[src/rtl/qass_pkg.sv]
`timescale 1ns / 1ps
`default_nettype none

package qass_pkg;

   // character codes the spacer looks at
   localparam logic [7:0] CharSpace     = 8'h20;
   localparam logic [7:0] CharDollar    = 8'h24;
   localparam logic [7:0] CharBackslash = 8'h5C;
   localparam logic [7:0] CharDquote    = 8'h22;
   localparam logic [7:0] CharSquote    = 8'h27;
   localparam logic [7:0] CharLt        = 8'h3C;
   localparam logic [7:0] CharGt        = 8'h3E;
   localparam logic [7:0] CharPipe      = 8'h7C;
   localparam logic [7:0] CharSemi      = 8'h3B;
   localparam logic [7:0] SpecialDollar = 8'd220;

   // most bytes one input character can expand to
   localparam int unsigned MaxRun = 4;
   localparam int unsigned RunIdxW = $clog2(MaxRun);

   typedef enum logic [1:0] {
      QuoteNone   = 2'd0,
      QuoteDouble = 2'd1,
      QuoteSingle = 2'd2
   } quote_mode_type;

   // one decoded character: its output bytes and line-end flags
   typedef struct packed {
      logic [MaxRun-1:0][7:0] bytes;
      logic [RunIdxW-1:0]     last_idx;
      logic                   eol;
      logic                   qerr;
   } run_type;

   function automatic logic is_separator(input logic [7:0] c);
      is_separator = (c == CharLt) || (c == CharGt) || (c == CharPipe) || (c == CharSemi);
   endfunction

endpackage

`default_nettype wire

[src/rtl/qass_req_if.sv]
`timescale 1ns / 1ps
`default_nettype none

interface qass_req_if;
   logic       valid;
   logic       ready;
   logic [7:0] in_byte;
   logic       end_of_line;

   modport source (output valid, output in_byte, output end_of_line, input ready);
   modport sink   (input valid, input in_byte, input end_of_line, output ready);
endinterface

`default_nettype wire

[src/rtl/qass_rsp_if.sv]
`timescale 1ns / 1ps
`default_nettype none

interface qass_rsp_if;
   logic       valid;
   logic       ready;
   logic [7:0] out_byte;
   logic       run_last;
   logic       line_done;
   logic       quote_error;

   modport source (output valid, output out_byte, output run_last, output line_done,
                   output quote_error, input ready);
   modport sink   (input valid, input out_byte, input run_last, input line_done,
                   input quote_error, output ready);
endinterface

`default_nettype wire

[src/rtl/quote_aware_separator_spacer.sv]
`timescale 1ns / 1ps
`default_nettype none

// Channel  Dir  Payload                                      Handshake
// req_ch   in   in_byte[7:0], end_of_line                    valid/ready
// rsp_ch   out  out_byte[7:0], run_last, line_done,          valid/ready
//               quote_error
//
// One character per cycle when each expands to one byte and rsp_ch is ready;
// a character that expands to n bytes (up to 4) holds the run buffer until all n have transferred.
// The first byte passes the input register and then the run buffer before it
// is offered on rsp_ch.
// The input register can hold one character while the run buffer is stalled.
// Synchronous active-high reset clears valid flags and the quote/escape state.

module quote_aware_separator_spacer (
   input  wire logic  clock,
   input  wire logic  reset,
   qass_req_if.sink   req_ch,
   qass_rsp_if.source rsp_ch
);

   logic [7:0]        byte_ff;
   logic              eol_ff;
   logic              in_valid_ff;
   logic              can_load;
   logic              advance;
   qass_pkg::run_type run;

   assign advance      = in_valid_ff && can_load;
   assign req_ch.ready = !in_valid_ff || advance;

   // input register
   always_ff @(posedge clock) begin
      if (reset) begin
         in_valid_ff <= 1'b0;
      end else if (req_ch.ready) begin
         in_valid_ff <= req_ch.valid;
      end
   end

   always_ff @(posedge clock) begin
      if (req_ch.ready && req_ch.valid) begin
         byte_ff <= req_ch.in_byte;
         eol_ff  <= req_ch.end_of_line;
      end
   end

   qass_decode u_decode (
      .clock       (clock),
      .reset       (reset),
      .advance     (advance),
      .in_byte     (byte_ff),
      .end_of_line (eol_ff),
      .run         (run)
   );

   qass_emit u_emit (
      .clock    (clock),
      .reset    (reset),
      .run      (run),
      .load     (advance),
      .can_load (can_load),
      .rsp_ch   (rsp_ch)
   );

endmodule

`default_nettype wire

[src/rtl/qass_decode.sv]
`timescale 1ns / 1ps
`default_nettype none

module qass_decode (
   input  wire logic             clock,
   input  wire logic             reset,
   input  wire logic             advance,
   input  wire logic [7:0]       in_byte,
   input  wire logic             end_of_line,
   output qass_pkg::run_type     run
);

   qass_pkg::quote_mode_type quote_ff, quote_in;
   logic bslash_ff, bslash_in;
   logic pend_ff, pend_in;

   logic joined;
   logic esc;
   logic dollar;
   logic sep;
   logic [qass_pkg::RunIdxW-1:0] base;

   assign joined = pend_ff && (in_byte == qass_pkg::CharGt);
   assign esc    = bslash_ff;
   assign dollar = (in_byte == qass_pkg::CharDollar) && (quote_ff != qass_pkg::QuoteSingle)
                   && !esc;
   assign sep    = (quote_ff == qass_pkg::QuoteNone) && !esc && qass_pkg::is_separator(in_byte);
   assign base   = pend_ff ? qass_pkg::RunIdxW'(1) : qass_pkg::RunIdxW'(0);

   // next quote state; escaped quotes and a joined '>' leave it alone
   always_comb begin
      quote_in = quote_ff;
      if (!joined && !esc) begin
         unique case (quote_ff)
            qass_pkg::QuoteNone: begin
               if (in_byte == qass_pkg::CharDquote) quote_in = qass_pkg::QuoteDouble;
               else if (in_byte == qass_pkg::CharSquote) quote_in = qass_pkg::QuoteSingle;
            end
            qass_pkg::QuoteDouble: begin
               if (in_byte == qass_pkg::CharDquote) quote_in = qass_pkg::QuoteNone;
            end
            qass_pkg::QuoteSingle: begin
               if (in_byte == qass_pkg::CharSquote) quote_in = qass_pkg::QuoteNone;
            end
            default: quote_in = quote_ff;
         endcase
      end
   end

   // output run; unwritten slots stay as spaces
   always_comb begin
      run.bytes    = {qass_pkg::MaxRun{qass_pkg::CharSpace}};
      run.last_idx = base;
      run.eol      = end_of_line;
      run.qerr     = (quote_in != qass_pkg::QuoteNone);
      if (joined) begin
         run.bytes[0] = qass_pkg::CharGt;
         run.last_idx = qass_pkg::RunIdxW'(1);
      end else if (dollar) begin
         run.bytes[base] = qass_pkg::SpecialDollar;
      end else if (sep) begin
         run.bytes[base + qass_pkg::RunIdxW'(1)] = in_byte;
         run.last_idx = base + (end_of_line ? qass_pkg::RunIdxW'(2) : qass_pkg::RunIdxW'(1));
      end else begin
         run.bytes[base] = in_byte;
      end
   end

   // line state for the following character
   always_comb begin
      bslash_in = joined ? 1'b0 : (in_byte == qass_pkg::CharBackslash);
      pend_in   = !joined && sep && !end_of_line;
   end

   always_ff @(posedge clock) begin
      if (reset) begin
         quote_ff  <= qass_pkg::QuoteNone;
         bslash_ff <= 1'b0;
         pend_ff   <= 1'b0;
      end else if (advance) begin
         if (end_of_line) begin
            quote_ff  <= qass_pkg::QuoteNone;
            bslash_ff <= 1'b0;
            pend_ff   <= 1'b0;
         end else begin
            quote_ff  <= quote_in;
            bslash_ff <= bslash_in;
            pend_ff   <= pend_in;
         end
      end
   end

   // a separator only waits when it was unquoted and unescaped
   a_pend_clean: assert property (@(posedge clock) disable iff (reset)
      pend_ff |-> (quote_ff == qass_pkg::QuoteNone) && !bslash_ff)
      else $error("separator pending inside quotes or after backslash");

endmodule

`default_nettype wire

[src/rtl/qass_emit.sv]
`timescale 1ns / 1ps
`default_nettype none

module qass_emit (
   input  wire logic          clock,
   input  wire logic          reset,
   input  qass_pkg::run_type  run,
   input  wire logic          load,
   output logic               can_load,
   qass_rsp_if.source         rsp_ch
);

   qass_pkg::run_type            run_ff;
   logic [qass_pkg::RunIdxW-1:0] idx_ff;
   logic                         valid_ff;
   logic                         at_last;
   logic                         xfer;

   assign at_last  = (idx_ff == run_ff.last_idx);
   assign xfer     = valid_ff && rsp_ch.ready;
   assign can_load = !valid_ff || (xfer && at_last);

   assign rsp_ch.valid       = valid_ff;
   assign rsp_ch.out_byte    = run_ff.bytes[idx_ff];
   assign rsp_ch.run_last    = at_last;
   assign rsp_ch.line_done   = at_last && run_ff.eol;
   assign rsp_ch.quote_error = at_last && run_ff.eol && run_ff.qerr;

   // run buffer: one byte leaves per transfer
   always_ff @(posedge clock) begin
      if (reset) begin
         valid_ff <= 1'b0;
      end else if (load) begin
         valid_ff <= 1'b1;
      end else if (xfer && at_last) begin
         valid_ff <= 1'b0;
      end
   end

   always_ff @(posedge clock) begin
      if (load) begin
         run_ff <= run;
         idx_ff <= '0;
      end else if (xfer && !at_last) begin
         idx_ff <= idx_ff + qass_pkg::RunIdxW'(1);
      end
   end

   a_idx_bound: assert property (@(posedge clock) disable iff (reset)
      valid_ff |-> idx_ff <= run_ff.last_idx)
      else $error("run index beyond last byte");

   a_qerr_at_end: assert property (@(posedge clock) disable iff (reset)
      rsp_ch.quote_error |-> rsp_ch.line_done && rsp_ch.run_last)
      else $error("quote error flagged away from line end");

   a_drain: assert property (@(posedge clock) disable iff (reset)
      (xfer && at_last && !load) |=> !valid_ff)
      else $error("run buffer not emptied after last byte");

endmodule

`default_nettype wire

[src/flat_wrapper.sv]
// flat-port wrapper written by rule: the top's interface ports become plain ports
module quote_aware_separator_spacer_flat 
  (clock, reset, req_ch_valid, req_ch_in_byte, req_ch_end_of_line, req_ch_ready, rsp_ch_valid, rsp_ch_out_byte, rsp_ch_run_last, rsp_ch_line_done, rsp_ch_quote_error, rsp_ch_ready);
  qass_req_if req_ch_i ();
  qass_rsp_if rsp_ch_i ();
  input  wire logic clock;
  input  wire logic reset;
  input wire logic [$bits(req_ch_i.valid)-1:0] req_ch_valid;
  input wire logic [$bits(req_ch_i.in_byte)-1:0] req_ch_in_byte;
  input wire logic [$bits(req_ch_i.end_of_line)-1:0] req_ch_end_of_line;
  output wire logic [$bits(req_ch_i.ready)-1:0] req_ch_ready;
  output wire logic [$bits(rsp_ch_i.valid)-1:0] rsp_ch_valid;
  output wire logic [$bits(rsp_ch_i.out_byte)-1:0] rsp_ch_out_byte;
  output wire logic [$bits(rsp_ch_i.run_last)-1:0] rsp_ch_run_last;
  output wire logic [$bits(rsp_ch_i.line_done)-1:0] rsp_ch_line_done;
  output wire logic [$bits(rsp_ch_i.quote_error)-1:0] rsp_ch_quote_error;
  input wire logic [$bits(rsp_ch_i.ready)-1:0] rsp_ch_ready;
  assign req_ch_i.valid = req_ch_valid;
  assign req_ch_i.in_byte = req_ch_in_byte;
  assign req_ch_i.end_of_line = req_ch_end_of_line;
  assign req_ch_ready = req_ch_i.ready;
  assign rsp_ch_valid = rsp_ch_i.valid;
  assign rsp_ch_out_byte = rsp_ch_i.out_byte;
  assign rsp_ch_run_last = rsp_ch_i.run_last;
  assign rsp_ch_line_done = rsp_ch_i.line_done;
  assign rsp_ch_quote_error = rsp_ch_i.quote_error;
  assign rsp_ch_i.ready = rsp_ch_ready;
  quote_aware_separator_spacer u_core (.clock(clock), .reset(reset), .req_ch(req_ch_i), .rsp_ch(rsp_ch_i));
endmodule
[config.mk]
export PLATFORM = sky130hd
export DESIGN_NAME = quote_aware_separator_spacer_flat
export DESIGN_NICKNAME = d
export VERILOG_FILES = /design/src/rtl/qass_pkg.sv /design/src/rtl/qass_req_if.sv /design/src/rtl/qass_rsp_if.sv /design/src/rtl/quote_aware_separator_spacer.sv /design/src/rtl/qass_decode.sv /design/src/rtl/qass_emit.sv /design/src/flat_wrapper.sv
export SDC_FILE = /design/constraint.sdc
export NUM_CORES = 1
export LEC_CHECK = 0
export BUFFER_PORTS_ARGS = -buffer_cell sky130_fd_sc_hd__buf_2
export CORE_MARGIN = 5
export CORE_UTILIZATION = 30
export CTS_BUF_LIST = sky130_fd_sc_hd__clkbuf_4 sky130_fd_sc_hd__clkbuf_8
export DETAILED_ROUTE_END_ITERATION = 6
export GPL_TIMING_DRIVEN = 1
export PLACE_DENSITY = 0.44
export SLEW_MARGIN = 40
export SYNTH_ARGS = -nofsm -noshare
export SYNTH_HDL_FRONTEND = slang
export SYNTH_SLANG_ARGS = --single-unit
export TNS_END_PERCENT = 50
[constraint.sdc]
create_clock -name clock -period 2.96 [get_ports clock]
set_clock_uncertainty 0.05 [all_clocks]
set_input_delay 0.296 -clock clock [delete_from_list [all_inputs] [get_ports clock]]
set_output_delay 0.296 -clock clock [all_outputs]
set_load 0.005 [all_outputs]
; After elaboration in Yosys (flattened, before gate mapping)
; Index checks and enable logic that the tools add are counted.
[word_totals]
ff_bits = 53
output_inout_bits = 13
inputBits = 13
[op_classes]
eq_ne = 12
reduce_logical = 32
addsub = 3
bitwise = 6
n_lt_le_gt_ge = 5
mux = 24
[op_table]
columns = op, n
row1 = two-way mux 32 bit, 2
row2 = bitwise AND 28 bit, 2
row3 = equality test 8 x 6 -> 1 bit (second input constant), 6
row4 = demux 8 bit (select 2 bit), 2
row5 = two-way mux 8 bit, 3
row6 = two-way mux 2 bit, 9
row7 = logical AND 1 bit, 17
row8 = binary-select mux 8 bit (select 2 bit), 1
row9 = equality test 8 x 7 -> 1 bit (second input constant), 2
row10 = inverter 4 bit, 2
row11 = bitwise OR 4 bit, 2
row12 = logical NOT 1 bit, 6
row13 = less-than comparator 2 x 3 -> 1 bit (second input constant), 2
row14 = two-way mux 1 bit, 6
row15 = one-hot mux 2 bit (3 select lines), 1
row16 = logical OR 1 bit, 5
row17 = nonzero test 2 bit, 2
row18 = less-than comparator 1 x 3 -> 1 bit (second input constant), 1
row19 = adder 1 x 1 -> 2 bit (second input constant), 1
row20 = adder 1 x 2 -> 2 bit, 1
row21 = adder 2 x 1 -> 2 bit (second input constant), 1
row22 = equality test 2 x 1 -> 1 bit (second input constant), 1
row23 = equality test 2 bit, 1
row24 = equality test 2 bit (second input constant), 1
row25 = 5 further kinds, 5

; Longest topological paths before layout
[logic_depth]
depth_word = 10
depth_mapped = 6
mapped_depth_nobuf = 4

; By module
; From an unflattened synthesis, not the netlist that was laid out.
[hier_totals]
cells_unflattened = 193
hier_area_um2 = 2586.2
[by_module_without_submodules]
columns = module, area_per_inst_um2, instances, seq_area_each_um2, cells_per_inst
row1 = qass_emit, 1491.4, 1, 1141.1, 69
row2 = qass_decode, 762.0, 1, 80.1, 109
row3 = quote_aware_separator_spacer, 332.8, 1, 290.3, 15

; Worst setup path before layout
; OpenSTA, ideal clock, no wires.
[synth_path]
kind = flip-flop to flip-flop
startpoint = register u_core.u_emit.run_ff[3] in the netlist's numbering
endpoint = register u_core.u_decode.bslash_ff
arrival_time_ns = 2.397
period_less_slack_ns = 2.564
path_buffers = 0
slack_ns = 0.396
stages_incl_launch_ff = 5
setup_ns = 0.116
path_cell_list = edfxtp_1 xor2_1 o32ai_2 mux2i_1 nor2_1
[synth_via]
elab_chain_cells = 4
[synth_rtl]
columns = element, line
row1 = "start, declared", qass_emit.sv:13  ; qass_pkg::run_type run_ff;
row2 = "start signal, assigned", qass_emit.sv:42  ; run_ff <= run;
row3 = equality test 2 bit, qass_emit.sv:19  ; assign at_last = (idx_ff == run_ff.last_idx);
row4 = logical AND 1 bit, qass_emit.sv:21  ; assign can_load = !valid_ff || (xfer && at_last);
row5 = logical OR 1 bit, qass_emit.sv:21
row6 = logical AND 1 bit, quote_aware_separator_spacer.sv:30  ; assign advance = in_valid_ff && can_load;
row7 = net u_core.advance, quote_aware_separator_spacer.sv:27  ; logic advance;
row8 = "end signal, assigned", qass_decode.sv:87  ; bslash_ff <= bslash_in;
row9 = "end, declared", qass_decode.sv:14  ; logic bslash_ff, bslash_in;
; The timed path passes the listed nets, and every way through them passes these cells.
; A chain may end at the register's enable or synchronous reset.

; Final worst setup path
[layout_path]
startpoint = register u_core.u_emit.idx_ff[1] in the netlist's numbering
endpoint = output req_ch_ready
[layout_via]
elab_chain_cells = 5
[layout_rtl]
columns = element, line
row1 = "start, declared", qass_emit.sv:14  ; logic [qass_pkg::RunIdxW-1:0] idx_ff;
row2 = "start signal, assigned", qass_emit.sv:45  ; idx_ff <= idx_ff + qass_pkg::RunIdxW'(1);
row3 = equality test 2 bit, qass_emit.sv:19
row4 = logical AND 1 bit, qass_emit.sv:21
row5 = logical OR 1 bit, qass_emit.sv:21
row6 = logical AND 1 bit, quote_aware_separator_spacer.sv:30
row7 = logical OR 1 bit, quote_aware_separator_spacer.sv:31  ; assign req_ch.ready = !in_valid_ff || advance;
row8 = "end, declared", flat_wrapper.sv:11  ; output wire logic [$bits(req_ch_i.ready)-1:0] req_ch_ready;
; No other way between the ends.

==> metrics.md <==
| Metric | Value |
|---|---|
| Worst VDD drop | 0.168 mV |
| Period utilization | 81.6% |
| #FFs+latches synth | 45 |
| Fin util | 35.4% |
| Final Net Count | 235 |
| First-pass GRT wire length | 7670 um |
| CP endpoint kind | output pin |
| Syn nets | 205 |
| Filler cell count | 752 |
| Critical Path RT | 2.61 ns |
| I/O Buffers | 25 |
| Placeable core region | 7210 um2 |
| Post-CTS Hold Fix Bufs | 0 |
| Psw | 354 uW |
| H-Tree Depth | 2 |
| Synthesized area per cell | 11.5 um2 |
| Post-synth top cells | 37 x edfxtp_1, 19 x nand2_1, 15 x nor2_1, 11 x a21oi_1, 10 x mux2i_1 |
| P&R area growth vs syn | 15.9% |
| First-iteration detailed-routing DRC count | just over 90 |
| Hold path depth | 1 |
| Synth top area cells | edfxtp_1 50%, dfxtp_1 7.3%, mux2i_1 4.5% |
| Slowest CP cell | dfxtp_1 |
| Initial DRT Pass Iterations | 4 |
| Pin count of the biggest net entering global routing | 34 |
| Total CTS buffers | 5 |
| Post-synth EDFFs | 37 |
| Routed vias | ~1500 |
| Clk network pwr share | 27.1% |
| Initial antenna violation count | 0 |
| CP top delay family | flip-flops |
| Hold Path Sink | u_core.eol_ff |
| Setup violators final | 0 |
| Detail Route Antenna Nets | 0 |
| Maxcap violations | 0 |
| Synthesized cell area | 2200 um2 |
| Max clock buf depth | 2 |
| Yosys cell types | between 50 and 60 |
| Worst path arrival time | slightly above 2 ns |
| Vias in the first global route | 1465 |
| Hold Crit Class | in -> reg |
| Setup tns final | 0 ns |
| Tot GR Track Use | 10.8% |
| Share of the synthesized area in the top cell type | 50.4% |
| Cell taking the most area after synthesis | edfxtp_1 |
| CTS resizes | 0 |
| Leak Pwr | 0.913 nW |
| Clk root buf | clkbuf_8 |
| Worst-Margin Slew | roughly 0.75 ns |
| Cell Pwr Density | ~520 nW/um2 |
| Die area | 9160 um2 |
| Bufs and invs on worst path | 1 |
| Startpoint Class | flop |
| Initial core utilization | 30.5% |
| Hold WS | 0.122 ns |
| Asr flop ratio synth | 0% |
| Ys flop type | edfxtp_1 |
| Status | finished clean |
| Switching share of power | 26.5% |
| Worst hold start | req_ch_end_of_line |
| Crit-path max FO | 14 |
| Largest stage delay on the critical path | 0.77 ns |
| Reg2Reg Setup Slack | 0.77 ns |
| Post-route minimum period | 2.41 ns |
| DRC viols | 0 |
| Chip height | 95.7 um |
| Final hold vios | 0 |
| RR Endpoint | u_core.byte_ff[3] |
| Combinational Power Share | 15.4% |
| Register area share after synthesis | 57.7% |
| Worst r2r path cells | 4 |
| Global placement routability congestion | 0.753 |
| Avg WL per Cell | 13.9 um |
| Routed vias/inst | approximately 4.7 |
| Layout cells sized above 1 | 20.3% |
| Fmax | 414 MHz |
| Clk sink count | 45 |
| Worst-Skew Late Latency | approximately 0.30 ns |
| WS Path Type | reg -> out |
| CTS tree | built |
| ANT cells | 0 |
| Clock-pin slew on the worst setup and hold paths | approximately 0.090 ns |
| Count leader, synth | edfxtp_1 |
| Final Max Slew Viols | 0 |
| Final WL | 4480 um |
| Power, Total | 1.34 mW |
| Seq pwr share | a little under three fifths |
| Post-DP HPWL | 3240 um |
| Setup bufs post-CTS | 0 |
| RR Startpoint | u_core.u_emit.idx_ff[1] |
| Cells after synthesis | 191 |
| Ports | 26 |
| Slew headroom | 49.9% |
| Int Pwr | around 980 uW |
| Ys Warns | 0 |
| Crit-path cells | xor2_1 -> o31a_1 -> nand2_1 -> buf_2 |
| Chip Width | 95.7 um |
| Rows | 31 |
| RSZ-0062 raised after global routing | false |
| Gr ovfl total | 0 |
==> worst max path at each step <==
stage | start | end | slack, ns | cells after the start
after floorplan | u_core.u_emit.run_ff[3] | u_core.u_decode.bslash_ff | 0.40 | 4
final | u_core.u_emit.idx_ff[1] | req_ch_ready | 0.55 | 4
after global placement | u_core.u_emit.idx_ff[1] | u_core.byte_ff[4] | 0.77 | 4
after global routing | u_core.u_emit.idx_ff[1] | req_ch_ready | 0.44 | 4
after detailed placement | u_core.u_emit.idx_ff[1] | u_core.byte_ff[4] | 0.78 | 4
after CTS | u_core.u_emit.idx_ff[1] | req_ch_ready | 0.54 | 4
==> cell families after synthesis <==
logic type	Yosys count	share of synthesized area, %
compound gates	46	14.5
other cells	2	0.341
fa+ha+maj	1	0.568
simple gates	67	17.1
buf+inv	14	2.90
flops	45	57.7
xor+xnor	6	2.38
mux	10	4.54
==> power groups by stage <==
stage	registers, mW	logic (mW)	clock network [mW]
floorplan	0.764	0.138	0
global placement	0.785	0.210	0
detailed placement	0.785	0.209	0
CTS	0.770	0.210	0.375
global route	0.776	0.233	0.401
finish	0.769	0.205	0.362
==> per-layer routing <==
| metal | vias to the layer above | part of all wire [%] | track usage [%] |
|---|---|---|---|
| met5 | - | 0 | 0 |
| met4 | 0 | 1.3 | 3.20 |
| met3 | 6 | 3.9 | 2.81 |
| met2 | 30 | 42 | 15.2 |
| met1 | 681 | 53 | 16.2 |
| li1 | 779 | - | - |
==> cells in the final DEF (no fill, tap or decap), drive strengths merged, types with 4 or more instances in the layout <==
| master | instances |
|---|---|
| a21oi | 11 |
| dfxtp | 8 |
| o21ai | 12 |
| nand3 | 5 |
| nand2 | 19 |
| xnor2 | 4 |
| mux2i | 10 |
| nor2 | 16 |
| and3 | 5 |
| edfxtp | 37 |
| buf | 29 |
| clkbuf | 5 |
| clkinv | 4 |
| inv | 7 |
==> registers in the layout (all words and copies together), names as in the netlist <==
register,cells
u_core.in_valid_ff,1
u_core.u_emit.idx_ff,2
u_core.u_decode.pend_ff,1
u_core.byte_ff,8
u_core.u_decode.quote_ff,2
u_core.u_emit.run_ff,28
u_core.u_emit.rsp_ch.valid,1
u_core.eol_ff,1
u_core.u_decode.bslash_ff,1
==> area by class of cell <==
type	count	area, um2	share of cell area (%)
clock inverters	3	12.5	0.490
flip-flops and latches	45	1270	49.8
repair buffers	29	168	6.57
multi-input cells	132	880	34.4
well taps	99	124	4.85
inverters	8	30.0	1.18
clock buffers	5	68.8	2.69
==> through the flow <==
step	instance area, um2	setup slack [ns]	cells
after CTS	2550	0.540	321
after floorplan	2200	0.396	191
after global placement	2470	0.772	313
after detailed placement	2470	0.779	313
after global routing	2550	0.437	321
final	2550	0.545	321
Note: power is estimated with default switching activity, not from simulation.
